<file path="src/hdl/fce_pkg.sv">
// Package for the FAT chain engine: table size, field widths, codes,
// controller states and the command and status structs between controller and datapath.
// No dependencies.
package fce_pkg;

  // Table geometry.
  localparam int ENTRIES = 4096;
  localparam int CL_W    = $clog2(ENTRIES);

  // Field widths.
  localparam int MODE_W    = 2;
  localparam int CLUSTER_W = 12;
  localparam int IDX_W     = 13;
  localparam int LINK_W    = 16;
  localparam int STATUS_W  = 2;
  localparam int CFG_IDX_W = 1;

  typedef logic [CL_W-1:0]      addr_t;
  typedef logic [LINK_W-1:0]    link_t;
  typedef logic [LINK_W:0]      link_ext_t;
  typedef logic [IDX_W-1:0]     idx_t;
  typedef logic [CLUSTER_W-1:0] cluster_t;

  // Range limits for link and address checks.
  localparam link_ext_t ENTRIES_V = link_ext_t'(ENTRIES);
  localparam addr_t     LAST_ADDR = addr_t'(ENTRIES - 1);

  // Register reset values; the clearing pass writes the free marker's reset value.
  localparam link_t FREE_RESET = '0;
  localparam link_t END_RESET  = '1;

  typedef enum logic [CFG_IDX_W-1:0] {
    REG_FREE_MARKER,
    REG_END_MARKER
  } cfg_reg_t;

  typedef enum logic [MODE_W-1:0] {
    MODE_LOAD,
    MODE_MAP,
    MODE_TRUNC,
    MODE_ALLOC
  } mode_t;

  typedef enum logic [STATUS_W-1:0] {
    ST_OK,
    ST_BEYOND,
    ST_NOFREE
  } status_t;

  // Read address sources.
  typedef enum logic [1:0] {
    RA_HEAD,
    RA_LINK,
    RA_ZERO,
    RA_SCAN_NEXT
  } ra_sel_t;

  // Write address sources.
  typedef enum logic [1:0] {
    WA_HEAD,
    WA_P,
    WA_N,
    WA_SCAN
  } wa_sel_t;

  // Write data sources.
  typedef enum logic [2:0] {
    WD_VALUE,
    WD_END,
    WD_FREE,
    WD_SCAN,
    WD_CLEAR
  } wd_sel_t;

  // Result cluster sources.
  typedef enum logic [2:0] {
    CL_ZERO,
    CL_HEAD,
    CL_LINK,
    CL_N,
    CL_SCAN
  } cl_sel_t;

  typedef enum logic [3:0] {
    S_CLEAR,
    S_IDLE,
    S_DISPATCH,
    S_MAP_WALK,
    S_SCAN,
    S_APP_WR1,
    S_APP_WR2,
    S_ALLOC_WR,
    S_TR_HEAD,
    S_TR_WALK,
    S_TR_WR1,
    S_TR_WR2,
    S_EMIT
  } state_t;

  typedef struct packed {
    logic    capture;
    logic    rd_en;
    ra_sel_t ra_sel;
    logic    wr_en;
    wa_sel_t wa_sel;
    wd_sel_t wd_sel;
    logic    p_from_head;
    logic    p_from_link;
    logic    p_from_n;
    logic    n_from_link;
    logic    i_clr;
    logic    i_inc;
    logic    steps_clr;
    logic    steps_inc;
    logic    sa_clr;
    logic    sa_inc;
    logic    res_set;
    status_t res_status;
    cl_sel_t res_cl_sel;
    logic    res_appended;
    logic    res_freed;
    logic    out_load;
  } ctrl_cmd_t;

  typedef struct packed {
    mode_t mode;
    logic  head_oor;
    logic  idx_zero;
    logic  idx_hit;
    logic  rd_is_end;
    logic  rd_is_free;
    logic  rd_oor;
    logic  steps_last;
    logic  scan_last;
    logic  out_free;
  } dp_status_t;

endpackage

</file>
<file path="src/hdl/fce_controller.sv">
// Controller of the FAT chain engine: the sequencer for load, map, truncate and
// allocate, and the clearing pass after reset. Depends on fce_pkg.
module fce_controller (
  input  logic                clk,
  input  logic                rst,
  input  logic                req_valid,
  output logic                req_ready,
  input  fce_pkg::dp_status_t dps,
  output fce_pkg::ctrl_cmd_t  cmd
);

  fce_pkg::state_t state;
  fce_pkg::state_t state_next;

  // State register; reset starts the clearing pass.
  always_ff @(posedge clk) begin
    if (rst) begin
      state <= fce_pkg::S_CLEAR;
    end else begin
      state <= state_next;
    end
  end

  // Next state and datapath commands.
  always_comb begin
    state_next = state;
    cmd        = '0;
    req_ready  = 1'b0;
    unique case (state)
      // Write the free marker's reset value into every entry.
      fce_pkg::S_CLEAR: begin
        cmd.wr_en  = 1'b1;
        cmd.wa_sel = fce_pkg::WA_SCAN;
        cmd.wd_sel = fce_pkg::WD_CLEAR;
        if (dps.scan_last) begin
          cmd.sa_clr = 1'b1;
          state_next = fce_pkg::S_IDLE;
        end else begin
          cmd.sa_inc = 1'b1;
        end
      end

      fce_pkg::S_IDLE: begin
        req_ready = 1'b1;
        if (req_valid) begin
          cmd.capture = 1'b1;
          state_next  = fce_pkg::S_DISPATCH;
        end
      end

      fce_pkg::S_DISPATCH: begin
        unique case (dps.mode)
          fce_pkg::MODE_LOAD: begin
            cmd.res_set    = 1'b1;
            cmd.res_cl_sel = fce_pkg::CL_HEAD;
            if (dps.head_oor) begin
              cmd.res_status = fce_pkg::ST_BEYOND;
            end else begin
              cmd.wr_en      = 1'b1;
              cmd.wa_sel     = fce_pkg::WA_HEAD;
              cmd.wd_sel     = fce_pkg::WD_VALUE;
              cmd.res_status = fce_pkg::ST_OK;
            end
            state_next = fce_pkg::S_EMIT;
          end
          fce_pkg::MODE_MAP: begin
            if (dps.head_oor) begin
              cmd.res_set    = 1'b1;
              cmd.res_status = fce_pkg::ST_BEYOND;
              cmd.res_cl_sel = fce_pkg::CL_ZERO;
              state_next     = fce_pkg::S_EMIT;
            end else if (dps.idx_zero) begin
              cmd.res_set    = 1'b1;
              cmd.res_status = fce_pkg::ST_OK;
              cmd.res_cl_sel = fce_pkg::CL_HEAD;
              state_next     = fce_pkg::S_EMIT;
            end else begin
              cmd.rd_en       = 1'b1;
              cmd.ra_sel      = fce_pkg::RA_HEAD;
              cmd.p_from_head = 1'b1;
              cmd.i_clr       = 1'b1;
              state_next      = fce_pkg::S_MAP_WALK;
            end
          end
          fce_pkg::MODE_TRUNC: begin
            if (dps.head_oor) begin
              cmd.res_set    = 1'b1;
              cmd.res_status = fce_pkg::ST_BEYOND;
              cmd.res_cl_sel = fce_pkg::CL_ZERO;
              state_next     = fce_pkg::S_EMIT;
            end else begin
              cmd.rd_en       = 1'b1;
              cmd.ra_sel      = fce_pkg::RA_HEAD;
              cmd.p_from_head = 1'b1;
              state_next      = fce_pkg::S_TR_HEAD;
            end
          end
          fce_pkg::MODE_ALLOC: begin
            cmd.rd_en  = 1'b1;
            cmd.ra_sel = fce_pkg::RA_ZERO;
            cmd.sa_clr = 1'b1;
            state_next = fce_pkg::S_SCAN;
          end
          default: state_next = fce_pkg::S_IDLE;
        endcase
      end

      // The read data holds the entry of the cluster at the current position.
      fce_pkg::S_MAP_WALK: begin
        if (dps.rd_is_end) begin
          if (!dps.idx_hit) begin
            cmd.res_set    = 1'b1;
            cmd.res_status = fce_pkg::ST_BEYOND;
            cmd.res_cl_sel = fce_pkg::CL_ZERO;
            state_next     = fce_pkg::S_EMIT;
          end else begin
            cmd.rd_en  = 1'b1;
            cmd.ra_sel = fce_pkg::RA_ZERO;
            cmd.sa_clr = 1'b1;
            state_next = fce_pkg::S_SCAN;
          end
        end else begin
          cmd.p_from_link = 1'b1;
          if (dps.rd_oor) begin
            cmd.res_set    = 1'b1;
            cmd.res_status = fce_pkg::ST_BEYOND;
            cmd.res_cl_sel = fce_pkg::CL_ZERO;
            state_next     = fce_pkg::S_EMIT;
          end else if (dps.idx_hit) begin
            cmd.res_set    = 1'b1;
            cmd.res_status = fce_pkg::ST_OK;
            cmd.res_cl_sel = fce_pkg::CL_LINK;
            state_next     = fce_pkg::S_EMIT;
          end else begin
            cmd.rd_en  = 1'b1;
            cmd.ra_sel = fce_pkg::RA_LINK;
            cmd.i_inc  = 1'b1;
          end
        end
      end

      // Lowest free entry search; the read data holds the entry at the scan address.
      fce_pkg::S_SCAN: begin
        if (dps.rd_is_free) begin
          if (dps.mode == fce_pkg::MODE_MAP) begin
            state_next = fce_pkg::S_APP_WR1;
          end else begin
            state_next = fce_pkg::S_ALLOC_WR;
          end
        end else if (dps.scan_last) begin
          cmd.res_set    = 1'b1;
          cmd.res_status = fce_pkg::ST_NOFREE;
          cmd.res_cl_sel = fce_pkg::CL_ZERO;
          state_next     = fce_pkg::S_EMIT;
        end else begin
          cmd.rd_en  = 1'b1;
          cmd.ra_sel = fce_pkg::RA_SCAN_NEXT;
          cmd.sa_inc = 1'b1;
        end
      end

      // Link the old last cluster to the new one, then mark the new one as the end.
      fce_pkg::S_APP_WR1: begin
        cmd.wr_en  = 1'b1;
        cmd.wa_sel = fce_pkg::WA_P;
        cmd.wd_sel = fce_pkg::WD_SCAN;
        state_next = fce_pkg::S_APP_WR2;
      end

      fce_pkg::S_APP_WR2: begin
        cmd.wr_en        = 1'b1;
        cmd.wa_sel       = fce_pkg::WA_SCAN;
        cmd.wd_sel       = fce_pkg::WD_END;
        cmd.res_set      = 1'b1;
        cmd.res_status   = fce_pkg::ST_OK;
        cmd.res_cl_sel   = fce_pkg::CL_SCAN;
        cmd.res_appended = 1'b1;
        state_next       = fce_pkg::S_EMIT;
      end

      fce_pkg::S_ALLOC_WR: begin
        cmd.wr_en      = 1'b1;
        cmd.wa_sel     = fce_pkg::WA_SCAN;
        cmd.wd_sel     = fce_pkg::WD_END;
        cmd.res_set    = 1'b1;
        cmd.res_status = fce_pkg::ST_OK;
        cmd.res_cl_sel = fce_pkg::CL_SCAN;
        state_next     = fce_pkg::S_EMIT;
      end

      // The read data holds the head entry.
      fce_pkg::S_TR_HEAD: begin
        if (dps.rd_is_end) begin
          cmd.res_set    = 1'b1;
          cmd.res_status = fce_pkg::ST_OK;
          cmd.res_cl_sel = fce_pkg::CL_HEAD;
          state_next     = fce_pkg::S_EMIT;
        end else begin
          cmd.n_from_link = 1'b1;
          cmd.steps_clr   = 1'b1;
          if (dps.rd_oor) begin
            cmd.res_set    = 1'b1;
            cmd.res_status = fce_pkg::ST_BEYOND;
            cmd.res_cl_sel = fce_pkg::CL_ZERO;
            state_next     = fce_pkg::S_EMIT;
          end else begin
            cmd.rd_en  = 1'b1;
            cmd.ra_sel = fce_pkg::RA_LINK;
            state_next = fce_pkg::S_TR_WALK;
          end
        end
      end

      // The read data holds the entry of the cluster after the previous one.
      fce_pkg::S_TR_WALK: begin
        if (dps.rd_is_end) begin
          state_next = fce_pkg::S_TR_WR1;
        end else begin
          cmd.p_from_n    = 1'b1;
          cmd.n_from_link = 1'b1;
          cmd.steps_inc   = 1'b1;
          if (dps.rd_oor || dps.steps_last) begin
            cmd.res_set    = 1'b1;
            cmd.res_status = fce_pkg::ST_BEYOND;
            cmd.res_cl_sel = fce_pkg::CL_ZERO;
            state_next     = fce_pkg::S_EMIT;
          end else begin
            cmd.rd_en  = 1'b1;
            cmd.ra_sel = fce_pkg::RA_LINK;
          end
        end
      end

      // Make the previous cluster the end, then release the last one.
      fce_pkg::S_TR_WR1: begin
        cmd.wr_en  = 1'b1;
        cmd.wa_sel = fce_pkg::WA_P;
        cmd.wd_sel = fce_pkg::WD_END;
        state_next = fce_pkg::S_TR_WR2;
      end

      fce_pkg::S_TR_WR2: begin
        cmd.wr_en      = 1'b1;
        cmd.wa_sel     = fce_pkg::WA_N;
        cmd.wd_sel     = fce_pkg::WD_FREE;
        cmd.res_set    = 1'b1;
        cmd.res_status = fce_pkg::ST_OK;
        cmd.res_cl_sel = fce_pkg::CL_N;
        cmd.res_freed  = 1'b1;
        state_next     = fce_pkg::S_EMIT;
      end

      // Hand the staged result to the output register once it is free.
      fce_pkg::S_EMIT: begin
        if (dps.out_free) begin
          cmd.out_load = 1'b1;
          state_next   = fce_pkg::S_IDLE;
        end
      end

      default: state_next = fce_pkg::S_IDLE;
    endcase
  end

  // An item is only captured from the idle state.
  a_capture_idle: assert property (@(posedge clk) disable iff (rst)
    cmd.capture |-> (state == fce_pkg::S_IDLE && req_valid))
    else $error("item captured outside the idle state");

  // Releasing the last cluster always follows the unlink write.
  a_trunc_pair: assert property (@(posedge clk) disable iff (rst)
    (state == fce_pkg::S_TR_WR1) |=> (state == fce_pkg::S_TR_WR2))
    else $error("truncate unlink not followed by release");

  // Every result staged by the sequencer is moved out before the next item is taken.
  a_stage_emit: assert property (@(posedge clk) disable iff (rst)
    cmd.res_set |=> (state == fce_pkg::S_EMIT))
    else $error("staged result not followed by emit");

endmodule

</file>
<file path="config.mk">
export PLATFORM = sky130hd
export DESIGN_NAME = fce_controller
export DESIGN_NICKNAME = d
export VERILOG_FILES = /design/src/hdl/fce_pkg.sv /design/src/hdl/fce_controller.sv
export SDC_FILE = /design/constraint.sdc
export NUM_CORES = 1
export LEC_CHECK = 0
export CORE_MARGIN = 10
export CORE_UTILIZATION = 25
export CTS_CLUSTER_SIZE = 10
export DETAILED_ROUTE_END_ITERATION = 16
export DONT_BUFFER_PORTS = 1
export HOLD_SLACK_MARGIN = 0.03
export SYNTH_ARGS = -nofsm -noshare
export SYNTH_HDL_FRONTEND = slang
export SYNTH_SLANG_ARGS = --single-unit
</file>
<file path="constraint.sdc">
create_clock -name clk -period 2 [get_ports clk]
set_input_delay 0.3 -clock clk [delete_from_list [all_inputs] [get_ports clk]]
set_output_delay 0.3 -clock clk [all_outputs]
set_load 0.02 [all_outputs]
</file>
; Yosys cells after proc, flatten, opt, wreduce, memory -nomap -nowiden
; Cells that the tools add are included.
; Widths: inputs -> output; s select.
[word_totals]
register_bits = 4
rom_bits = 0
n_memories = 0
mem_bits_rw = 0
latchBits = 0
in_bits = 14
[op_classes]
mul = 0
n_eq_ne = 21
bitwise_logic = 0
n_mux = 85
add_sub_neg = 0
n_lt_le_gt_ge = 0
n_reduce_logical = 6
div_mod_pow = 0
shift = 0
[op_table]
columns = operator, count
row1 = $mux 6, 14
row2 = $mux 4, 14
row3 = $mux 3, 15
row4 = $pmux 4 s11, 1
row5 = $pmux 6 s7, 1
row6 = $pmux 6 s6, 1
row7 = $mux 1, 28
row8 = $eq 4x4->1 const B, 5
row9 = $pmux 6 s3, 1
row10 = $eq 4x3->1 const B, 4
row11 = $pmux 4 s4, 1
row12 = $pmux 3 s5, 1
row13 = $pmux 3 s3, 1
row14 = $eq 4x2->1 const B, 2
row15 = $mux 7, 1
row16 = $ne 2x2->1 const B, 3
row17 = $ne 3x3->1 const B, 2
row18 = $pmux 1 s2, 3
row19 = $reduce_and 6->1, 1
row20 = $eq 2x2->1 const B, 2
row21 = $eq 4x1->1 const B, 1
row22 = $logic_not 4->1, 1
row23 = $mux 2, 2
row24 = $ne 4x4->1 const B, 1
row25 = 6 further kinds, 6

; Logic depth before layout (Yosys ltp)
; Gate-level depths: netlist (run 1).
[depth]
word_depth = 4
mapped_depth = 8

; Least setup slack after synthesis (run 1)
; Ideal clock, no wire load.
[synth_timing]
path_kind = register to output
from = register state[3]
to = output port cmd[8] in the netlist's numbering
path_slack_ns = -0.232
stages_incl_launch_ff = 6
arrival_time_ns = 1.932
cell_sequence = dfxtp_1 > buf_4 > or4b_4 > nor3b_1 > nor3_1 > nand4_1
[synth_rtl]
columns = element, line
row1 = from (decl), fce_controller.sv:12  ; fce_pkg::state_t state;
row2 = from (signal assigned), fce_controller.sv:18  ; state <= fce_pkg::S_CLEAR;
row3 = from (signal assigned), fce_controller.sv:20  ; state <= state_next;
row4 = to (decl), fce_controller.sv:9  ; output fce_pkg::ctrl_cmd_t cmd

==> summary.txt, run 1 <==
Outcome
  • Status: finished clean

Setup path
  • Slowest cell on the critical path: or4b_4
  • Critical path depth in cells: 4
  • Worst reg2reg path endpoint: state[0]
  • CP peak stage delay: 0.57 ns
  • Endpoint kind of the worst setup timing path: output pin
  • CP Max Fanout: 5
  • Critical Path Sink: cmd[27]
  • Type of the worst setup path: register to output pin
  • R2R setup slack: about 0.2 ns
  • Cell class contributing the biggest share of worst-path delay: simple AND/OR/NAND/NOR gates
  • Setup crit start kind: register
  • FF-to-FF path depth: 5
  • Setup crit start: state[3]
  • Reg2reg start: state[3]
  • Worst path buffer plus inverter count: 0
  • Critical Path, Cell by Cell: or4b_4, nor3_4, a211oi_4, nand4_1
  • CP Data Required Time: approximately 1.7 ns
  • Critical Path AT: 1.69 ns

Route
  • Final wirelength: 3.917 mm
  • Routed len/inst: 16.81 um
  • Via-per-instance ratio: 5.421
  • Drt drc: 0
  • Vias: roughly 1300
  • Routed Antenna Nets: 0
  • First-iteration detailed-routing DRC count: 84
  • Initial DRT Pass Iterations: 4

Synthesis
  • Synth unique cells: 48
  • Mapped Cells: 162
  • Asr flop ratio synth: 0%
  • Post-synth EDFFs: 0
  • Top FF cell, synth: dfxtp_1
  • Post-synthesis sequential area ratio: 7.637%
  • Flops & latches, synth: 4
  • Cell area after synthesis: about 0.0010 mm^2
  • Synth warnings: 0
  • Avg Cell Area, Syn: roughly 6.5 um^2
  • Post-synth net total: around 180

Global routing
  • Tot GR Track Use: 10.40%
  • First-pass GRT wire length: 6.299 mm
  • Gr ovfl total: 0
  • Largest net degree at the start of global routing: 24
  • Initial antenna violation count: 0
  • Vias in the first global route: 1222

Finish
  • Final nets: 206
  • Diodes inserted: 0
  • Share of cells above drive strength 1: a little under 30%
  • Most flops, register: state
  • Multi-input logic area: 915.9 um^2
  • Post-route cell area: 0.001374 mm^2
  • Fill cells: 452
  • Area Overhead vs Synth: 31.03%
  • Largest register FFs: 4
  • Most frequent cells in the layout: 29 x buf_4, 22 x nand2_1, 17 x nor2_1, 12 x o21ai_0
  • Area taken by flip-flops and latches: 86.33 um^2
  • Layout Cells excl Fill: 233
  • Regs by FF count: state x4
  • Commonest non-fill, non-tap cell in the layout: buf_4

Power and ir drop
  • Leak pwr: between 0.0006 and 0.0007 uW
  • Combinational share of power: 66.9%
  • Maximum vdd ir drop: between 0.00015 and 0.0002 V
  • P_sw: 416.0 uW
  • Net Sw Frac: 47.85%
  • Clock network power share: 19.7%
  • Power density cells: 632.7 mW/mm^2
  • Flop pwr share: 13.4%
  • Internal: 453.3 uW

Placed design
  • Port buffer count: 0
  • Placed cell area: 0.001271 mm^2
  • Placed cells: 227
  • Hpwl dp: 3.251 mm
  • Final RePlAce weighted congestion: 0.8427

STA
  • Worst Tran Pin Value: 0.5142 ns
  • Final period utilization: 99.25%
  • Setup violators final: 0
  • Slew HR: 65.46%
  • Hold Fails Final Rpt: 0
  • Max frequency: 0.5038 GHz
  • Final clock skew: just under 0.001 ns
  • Unrepaired setup endpoints after global routing: true
  • Tmin final: 1.985 ns
  • Pins Over Slew Limit: 0

Floorplan
  • I/O pin count: 44
  • Die Y: 84.76 um
  • Starting density of the core: a little over a quarter
  • Die X: between 80 and 90 um
  • # rows: 23
  • Die footprint: 0.007184 mm^2
  • Area of the core: between 0.004 and 0.005 mm^2

Clock network
  • Clk slew on worst S/H paths: 0.03 ns
  • Clock Tree Buf Depth: 2
  • TritonCTS buffer count: 3
  • CTS H-tree lvls: 1
  • Hold_buf cts: 0
  • CTS sink count: 4
  • CTS tree: yes
  • Root Driver: clkbuf_8
  • Clock latency on the worst-skew pair: between 0.2 and 0.25 ns

Hold path
  • Hold Path Class: primary input to register

Job
  • Max Cap Violations: 0
[cells by family (layout without fill, tap and decap cells)]
| logic type | Yosys count | after routing | share of synthesized area [%] |
|---|---|---|---|
| DFF | 4 | 4 | 7.638 |
| buffers and inverters | 20 | 41 | 9.069 |
| AOI/OAI and AO/OA | 41 | 41 | 26.85 |
| muxes | 3 | 3 | 3.341 |
| adders and majority gates | 7 | 7 | 8.353 |
| and+or+nand+nor | 87 | 87 | 44.75 |
[routing by layer]
metal  global-route usage [%]  vias to the layer above  wire length [um]
met1                    12.22                      592              1633
met2                    17.78                       41              1917
li1                         -                      622                 -
met4                    3.743                        0                81
met3                    2.512                        8               284
met5                        0                        -                 0
[final cells by class]
class | count | share of cell area [%]
multi-input cells | 138 | 66.67
well taps | 50 | 4.554
repair buffers | 30 | 17.30
inverters | 8 | 2.186
clock buffers | 3 | 3.005
flip-flops and latches | 4 | 6.284
[power by group through the flow]
| stage | sequential (uW) | combinational [uW] | clock [uW] |
|---|---|---|---|
| after detailed placement | 115 | 574 | 0 |
| after CTS | 116 | 575 | 174 |
| final | 116 | 582 | 171 |
| after global routing | 119 | 632 | 180 |
| after floorplan | 96.7 | 423 | 0 |
| after global placement | 114 | 574 | 0 |
[timing repair]
action                                  4_1_cts  5_1_grt
pin swaps                                     2        5
resized for setup                             3        9
cloned                                        0        0
endpoints found under the setup margin        4        5
buffers inserted                              1        2
[how the worst min path moves through the flow]
stage                     start        to  slack [ns]  depth (start not counted)
final                       rst  state[1]        0.19                          1
after global routing        rst  state[1]        0.21                          1
after CTS                   rst  state[1]        0.18                          1
after detailed placement    rst  state[1]        0.42                          1
after global placement      rst  state[1]        0.42                          1
after floorplan             rst  state[1]        0.41                          1
[per-stage QoR]
stage / utilization [%] / power [uW] / hold slack, ns / TNS, ns / worst slack [ns]
global route: 34.10 / 931.9 / 0.2083 / -0.05949 / -0.04128
CTS: 32.86 / 866.0 / 0.1830 / -0.01194 / -0.01194
floorplan: - / 519.5 / 0.4137 / 0 / 0.004219
detailed placement: 31.55 / 688.5 / 0.4193 / 0 / 0.1478
global placement: 31.55 / 687.2 / 0.4175 / 0 / 0.1462
finish: 34.10 / 869.3 / 0.1857 / 0 / 0.01491
[synthesized netlist by cell type, types with 2 or more instances]
cell type,number,share of area (%)
a21boi_0,3,2.1
a21oi_1,8,3.8
and3_1,3,1.8
buf_2,4,1.9
buf_4,2,1.4
clkbuf_1,5,1.8
dfxtp_1,4,7.6
ha_1,7,8.4
inv_1,7,2.5
mux2i_1,2,1.9
nand2_1,23,8.2
nand2b_1,4,2.4
nand3_1,5,2.4
nand4_1,3,1.8
nor2_1,19,6.8
nor2b_1,6,3.6
nor3_1,9,4.3
nor4_1,3,1.8
o21ai_0,12,5.7
o22ai_1,2,1.2
o311ai_0,2,1.7
or2_2,2,1.2
or3_1,2,1.2
No activity file was read; power rests on OpenSTA's default activity.
==> run 2, diff against run 1 <==
--- a/config.mk
+++ b/config.mk
@@ -11,6 +11,7 @@
 export DETAILED_ROUTE_END_ITERATION = 16
 export DONT_BUFFER_PORTS = 1
 export HOLD_SLACK_MARGIN = 0.03
+export SETUP_SLACK_MARGIN = 0.5
 export SYNTH_ARGS = -nofsm -noshare
 export SYNTH_HDL_FRONTEND = slang
 export SYNTH_SLANG_ARGS = --single-unit
==> constraint.sdc (replaced) <==
create_clock -name clk -period 2 [get_ports clk]
set_input_delay 0.2 -clock clk [delete_from_list [all_inputs] [get_ports clk]]
set_output_delay 0.2 -clock clk [all_outputs]
set_load 0.02 [all_outputs]
==> run 2 against run 1 <==
Net effect:
- register-to-register slack about the same
- worst setup slack improved by 0.092 ns
- non-clock buffer count increased by 22
- cell count up 9.4%
- first-iteration DRC count grew 120%
- combinational power rose by 53%
- clock power up 8%
- via count is 13% higher
- maximum frequency increased by 4.9%
- clock-buffer cell count unchanged
- critical endpoint unchanged
==> summary.txt, run 2 (synthesized netlist as in run 1, its figures left out) <==
Setup path
  • FF-to-FF path depth: 5 (unchanged)
  • Type of the worst setup path: register to output pin
  • Setup crit start kind: register
  • R2R setup slack: 0.21 ns (about the same)
  • Endpoint kind of the worst setup timing path: output pin
  • CP Data Required Time: 1.80 ns (+0.10 ns)
  • Reg2reg start: state[0]
  • Worst reg2reg path endpoint: state[0]
  • CP Max Fanout: 8 (+3)
  • Critical Path AT: 1.69 ns (about the same)

Finish
  • Share of cells above drive strength 1: 55.61% (+27 points)
  • Most frequent cells in the layout: 32 x buf_4, 18 x buf_6, 16 x nand2_1, 13 x nor2_1, 10 x o21ai_0
  • Commonest non-fill, non-tap cell in the layout: buf_4
  • Largest register FFs: 4 (unchanged)
  • Diodes inserted: 0 (unchanged)
  • Multi-input logic area: 0.001161 mm^2 (+27%)
  • Post-route cell area: 0.001883 mm^2 (+37%)
  • Most flops, register: state
  • Area Overhead vs Synth: 79.59%
  • Final nets: 228 (+11%)
  • Regs by FF count: state x4
  • Fill cells: 381 (-16%)
  • Area taken by flip-flops and latches: 95.09 um^2 (+10%)
  • Final core occ: 46.74% (+13 points)

Floorplan
  • Starting density of the core: 26.02% (unchanged)
  • Area of the core: 0.004029 mm^2 (unchanged)
  • Die Y: 84.76 um (unchanged)
  • # rows: 23 (unchanged)
  • Die X: 84.76 um (unchanged)
  • Die footprint: 0.007184 mm^2 (unchanged)
  • I/O pin count: 44 (unchanged)

Global routing
  • Tot GR Track Use: 12.31% (+1.9 points)
  • Gr ovfl total: 0 (unchanged)
  • Largest net degree at the start of global routing: 25 (+4.2%)
  • First-pass GRT wire length: 7.396 mm (+17%)
  • Initial antenna violation count: 0 (unchanged)
  • Vias in the first global route: 1387 (+14%)

Route
  • First-iteration detailed-routing DRC count: 185 (+120%)
  • Drt drc: 0 (unchanged)
  • Routed len/inst: 19.87 um (+18%)
  • Initial DRT Pass Iterations: 4 (unchanged)
  • Via-per-instance ratio: 5.600 (+3.3%)
  • Final wirelength: 5.067 mm (+29%)
  • Vias: 1428 (+13%)
  • Routed Antenna Nets: 0 (unchanged)

Clock network
  • Root Driver: clkbuf_8
  • Clock Tree Buf Depth: 2 (unchanged)
  • Clock latency on the worst-skew pair: 0.23 ns (about the same)
  • Hold_buf cts: 0 (unchanged)
  • CTS tree: yes
  • TritonCTS buffer count: 3 (unchanged)
  • CTS H-tree lvls: 1 (unchanged)
  • CTS sink count: 4 (unchanged)
  • Clk slew on worst S/H paths: 0.04 ns (about the same)

Hold path
  • Worst Hold End: state[1]
  • Hold Path Depth: 1 (unchanged)
  • Hold Path Class: primary input to register
  • Hold Startpoint: rst

Placed design
  • Placed cell area: 0.001349 mm^2 (+6.1%)
  • Port buffer count: 0 (unchanged)
  • Hpwl dp: 3.386 mm (+4.1%)
  • Final RePlAce weighted congestion: 0.8784 (+4.2%)

STA
  • Final period utilization: 94.64% (-4.6 points)
  • Tmin final: 1.893 ns (-0.09227 ns)
  • Final clock skew: 0.004709 ns (+0.003743 ns)
  • Final TNS setup: 0 ns (unchanged)
  • Hold Fails Final Rpt: 0 (unchanged)
  • Hold slack final: 0.07812 ns (-0.1076 ns)
  • Unrepaired setup endpoints after global routing: true
  • Setup violators final: 0 (unchanged)
  • Slew HR: 67.80% (+2.3 points)
  • Max frequency: 0.5283 GHz (+4.9%)
  • Pins Over Slew Limit: 0 (unchanged)
  • Worst Tran Pin Value: 0.4755 ns (-0.03872 ns)

Power and ir drop
  • Total power: 1191 uW (+37%)
  • Power density cells: 632.2 mW/mm^2 (about the same)
  • Net Sw Frac: 46.59% (-1.3 points)
  • Maximum vdd ir drop: 0.0002319 V (+18%)
  • Leak pwr: 0.0007835 uW (+28%)
  • P_sw: 554.7 uW (+33%)
  • Internal: 635.8 uW (+40%)
  • Combinational share of power: 74.8% (+7.9 points)
  • Flop pwr share: 9.6% (-3.8 points)
  • Clock network power share: 15.5% (-4.2 points)

Job
  • Max Cap Violations: 0 (unchanged)

Outcome
  • Status: finished clean
[run 2: layer usage]
| layer | GRT usage [%] | vias to the layer above | routed length [um] |
|---|---|---|---|
| met5 | 0 | - | 0 |
| met4 | 5.240 | 0 | 39 |
| met3 | 4.058 | 6 | 443 |
| met2 | 21.00 | 70 | 2632 |
| met1 | 13.59 | 681 | 1952 |
| li1 | - | 671 | - |
[run 2: area by class of cell]
| cell class | count | area share (%) |
|---|---|---|
| Clock buffer | 3 | 2.193 |
| Inverter | 8 | 1.860 |
| Multi-Input combinational cell | 138 | 61.66 |
| Sequential cell | 4 | 5.050 |
| Tap cell | 50 | 3.322 |
| Timing Repair Buffer | 52 | 25.91 |
[run 2: critical path: stages (launching register included)]
cell and delay (ns):
dfxtp_4 0.35, buf_4 0.18, or3_4 0.41, nor2_1 0.11, o21ai_0 0.15, nand4_1 0.27
[run 2: what timing repair did]
item	in CTS	in global routing
setup buffers	9	16
pin swaps	13	16
gates resized for setup	43	36
endpoints found under the hold margin	0	0
endpoints found under the setup margin	34	31
gates cloned	0	1
[run 2: worst max path at each step]
stage | startpoint | endpoint | cells past startpoint
finish | state[0] | cmd[27] | 5
global route | state[0] | cmd[27] | 5
CTS | state[0] | cmd[8] | 4
detailed placement | state[3] | state[0] | 6
global placement | state[0] | state[0] | 5
floorplan | state[0] | state[0] | 6
[run 2: through the flow]
step | instances | worst slack, ns
floorplan | 162 | 0.2384
global placement | 226 | 0.1817
detailed placement | 226 | 0.1799
CTS | 238 | 0.1034
global route | 255 | 0.07337
finish | 255 | 0.1072
[run 2: power groups by stage]
stage	clock network [uW]	logic, uW	registers (uW)
final	185	891	115
after global routing	194	947	116
after CTS	184	751	113
after global placement	0	616	121
after detailed placement	0	613	120
after floorplan	0	491	96.9
==> run 3, diff against run 2 <==
--- a/config.mk
+++ b/config.mk
@@ -11,6 +11,7 @@
 export DETAILED_ROUTE_END_ITERATION = 16
 export DONT_BUFFER_PORTS = 1
 export HOLD_SLACK_MARGIN = 0.03
+export PLACE_DENSITY_LB_ADDON = 0.08
 export SETUP_SLACK_MARGIN = 0.5
 export SYNTH_ARGS = -nofsm -noshare
 export SYNTH_HDL_FRONTEND = slang
==> run 3 against run 2 <==
Net effect:
- clock skew is 0.0025 ns lower
- wire length is 3.9% lower
- clock power is 9% lower
- highest routed layer unchanged
==> summary.txt, run 3 (synthesized netlist as in run 1, its figures left out) <==
Setup path
  • FF-to-FF path depth: 5 (unchanged)
  • Type of the worst setup path: register to output pin
  • Worst reg2reg path endpoint: state[0]
  • Reg2reg start: state[0]
  • R2R setup slack: 0.25 ns (+0.04 ns)
  • Critical Path AT: 1.65 ns (-0.04 ns)
  • CP Data Required Time: 1.80 ns (about the same)
  • Slowest cell on the critical path: or4b_4
  • Critical Path, Cell by Cell: or4b_4, nor3b_4, nor3_1, nand4_1
  • CP Max Fanout: 4 (-4)
  • CP peak stage delay: 0.58 ns (+0.17 ns)
  • Setup crit start kind: register
  • Endpoint kind of the worst setup timing path: output pin

Finish
  • Share of cells above drive strength 1: 56.44% (+0.83 points)
  • Fill cells: 388 (+1.8%)
  • Final nets: 225 (-1.3%)
  • Layout Cells excl Fill: 252 (-1.2%)
  • Most flops, register: state
  • Most frequent cells in the layout: 22 x buf_4, 19 x buf_6, 16 x nand2_1, 12 x nor2_1, 9 x o21ai_0
  • Diodes inserted: 0 (unchanged)
  • Commonest non-fill, non-tap cell in the layout: buf_4
  • Regs by FF count: state x4
  • Largest register FFs: 4 (unchanged)
  • Final core occ: 50.56% (+3.8 points)
  • Area Overhead vs Synth: 94.27%

STA
  • Worst path setup slack after routing: 0.1487 ns (+0.04147 ns)
  • Hold Fails Final Rpt: 0 (unchanged)
  • Tmin final: 1.851 ns (-0.04147 ns)
  • Final period utilization: 92.57% (-2.1 points)
  • Worst Tran Pin Value: 0.3858 ns (-0.08965 ns)
  • Final clock skew: 0.002167 ns (-0.002542 ns)
  • Final TNS setup: 0 ns (unchanged)
  • Unrepaired setup endpoints after global routing: true
  • Pins Over Slew Limit: 0 (unchanged)
  • Max frequency: 0.5401 GHz (+2.2%)
  • Setup violators final: 0 (unchanged)
  • Slew HR: 74.08% (+6.3 points)

Clock network
  • Clock Tree Buf Depth: 2 (unchanged)
  • CTS H-tree lvls: 1 (unchanged)
  • CTS tree: yes
  • CTS sink count: 4 (unchanged)
  • TritonCTS buffer count: 3 (unchanged)
  • Root Driver: clkbuf_8
  • Clock latency on the worst-skew pair: 0.22 ns (about the same)
  • Clk slew on worst S/H paths: 0.03 ns (about the same)

Route
  • Drt drc: 0 (unchanged)
  • First-iteration detailed-routing DRC count: 44 (-76%)
  • Routed len/inst: 19.32 um (-2.8%)
  • Vias: 1419 (-0.63%)
  • Routed Antenna Nets: 0 (unchanged)
  • Final wirelength: 4.869 mm (-3.9%)
  • Initial DRT Pass Iterations: 4 (unchanged)
  • Via-per-instance ratio: 5.631 (+0.55%)

Hold path
  • Hold Path Class: primary input to register
  • Hold Startpoint: rst
  • Worst Hold End: state[1]
  • Hold Path Depth: 1 (unchanged)

Placed design
  • Placed cells: 221 (-2.2%)
  • Final RePlAce weighted congestion: 0.8080 (-8.0%)
  • Port buffer count: 0 (unchanged)
  • Hpwl dp: 3.433 mm (+1.4%)
  • Post-place setup slack: 0.1771 ns (-0.002790 ns)

Floorplan
  • Starting density of the core: 26.02% (unchanged)
  • I/O pin count: 44 (unchanged)
  • Die Y: 84.76 um (unchanged)
  • Area of the core: 0.004029 mm^2 (unchanged)
  • # rows: 23 (unchanged)
  • Die footprint: 0.007184 mm^2 (unchanged)
  • Die X: 84.76 um (unchanged)

Job
  • Max Cap Violations: 0 (unchanged)

Global routing
  • Vias in the first global route: 1402 (+1.1%)
  • Largest net degree at the start of global routing: 15 (-40%)
  • Initial antenna violation count: 0 (unchanged)
  • First-pass GRT wire length: 7.603 mm (+2.8%)
  • Tot GR Track Use: 12.71% (+0.40 points)
  • Gr ovfl total: 0 (unchanged)

Power and ir drop
  • Maximum vdd ir drop: 0.0003084 V (+33%)
  • Leak pwr: 0.0008170 uW (+4.3%)
  • Power density cells: 595.1 mW/mm^2 (-5.9%)

Outcome
  • Status: finished clean
[run 3: worst max-delay path by stage]
stage,startpoint,to,cells past startpoint
3_5_place_dp,state[3],state[3],7
5_1_grt,state[0],cmd[27],4
2_1_floorplan,state[0],state[0],6
4_1_cts,state[3],cmd[27],4
3_3_place_gp,state[3],state[3],7
6_report,state[0],cmd[8],4
[run 3: stage by stage]
stage | power, uW | area (um^2) | hold slack, ns
final | 1212 | 2037 | 0.08134
after global routing | 1290 | 2037 | 0.06824
after CTS | 1086 | 1797 | 0.08756
after detailed placement | 716.1 | 1311 | 0.3393
after global placement | 718.0 | 1311 | 0.3375
after floorplan | 587.6 | 1190 | 0.3146
[run 3: critical path, delay by kind of cell, from the launching register on]
family | cells | cell delay (ns)
simple gates | 4 | 1.09
flops | 1 | 0.35
[run 3: layout make-up]
| cell class | instances | area [um^2] | share of cell area, % |
|---|---|---|---|
| clock buffers | 3 | 41.29 | 2.027 |
| inverters | 8 | 47.55 | 2.334 |
| multi-input cells | 138 | 1264 | 62.04 |
| flip-flops and latches | 4 | 95.09 | 4.668 |
| well taps | 50 | 62.56 | 3.071 |
| repair buffers | 49 | 526.8 | 25.86 |
[run 3: where the power goes]
part / total [uW] / switching, uW / internal (uW)
combinational: 927 / 503 / 424
clock: 168 / 39.9 / 128
sequential: 118 / 21.9 / 95.8
[run 3: timing repair]
action,in CTS,in global routing
gates resized for setup,75,38
gates cloned,1,0
pin swaps,15,17
endpoints found under the setup margin,33,32
setup buffers,16,11
hold buffers,0,0
[run 3: per-layer routing]
metal  global-route usage [%]  wire, um  up-vias
met5                        0         0        -
met4                    4.341        82        0
met3                    4.251       376        8
met2                    20.66      2445       51
met1                    15.18      1964      685
li1                         -         -      675
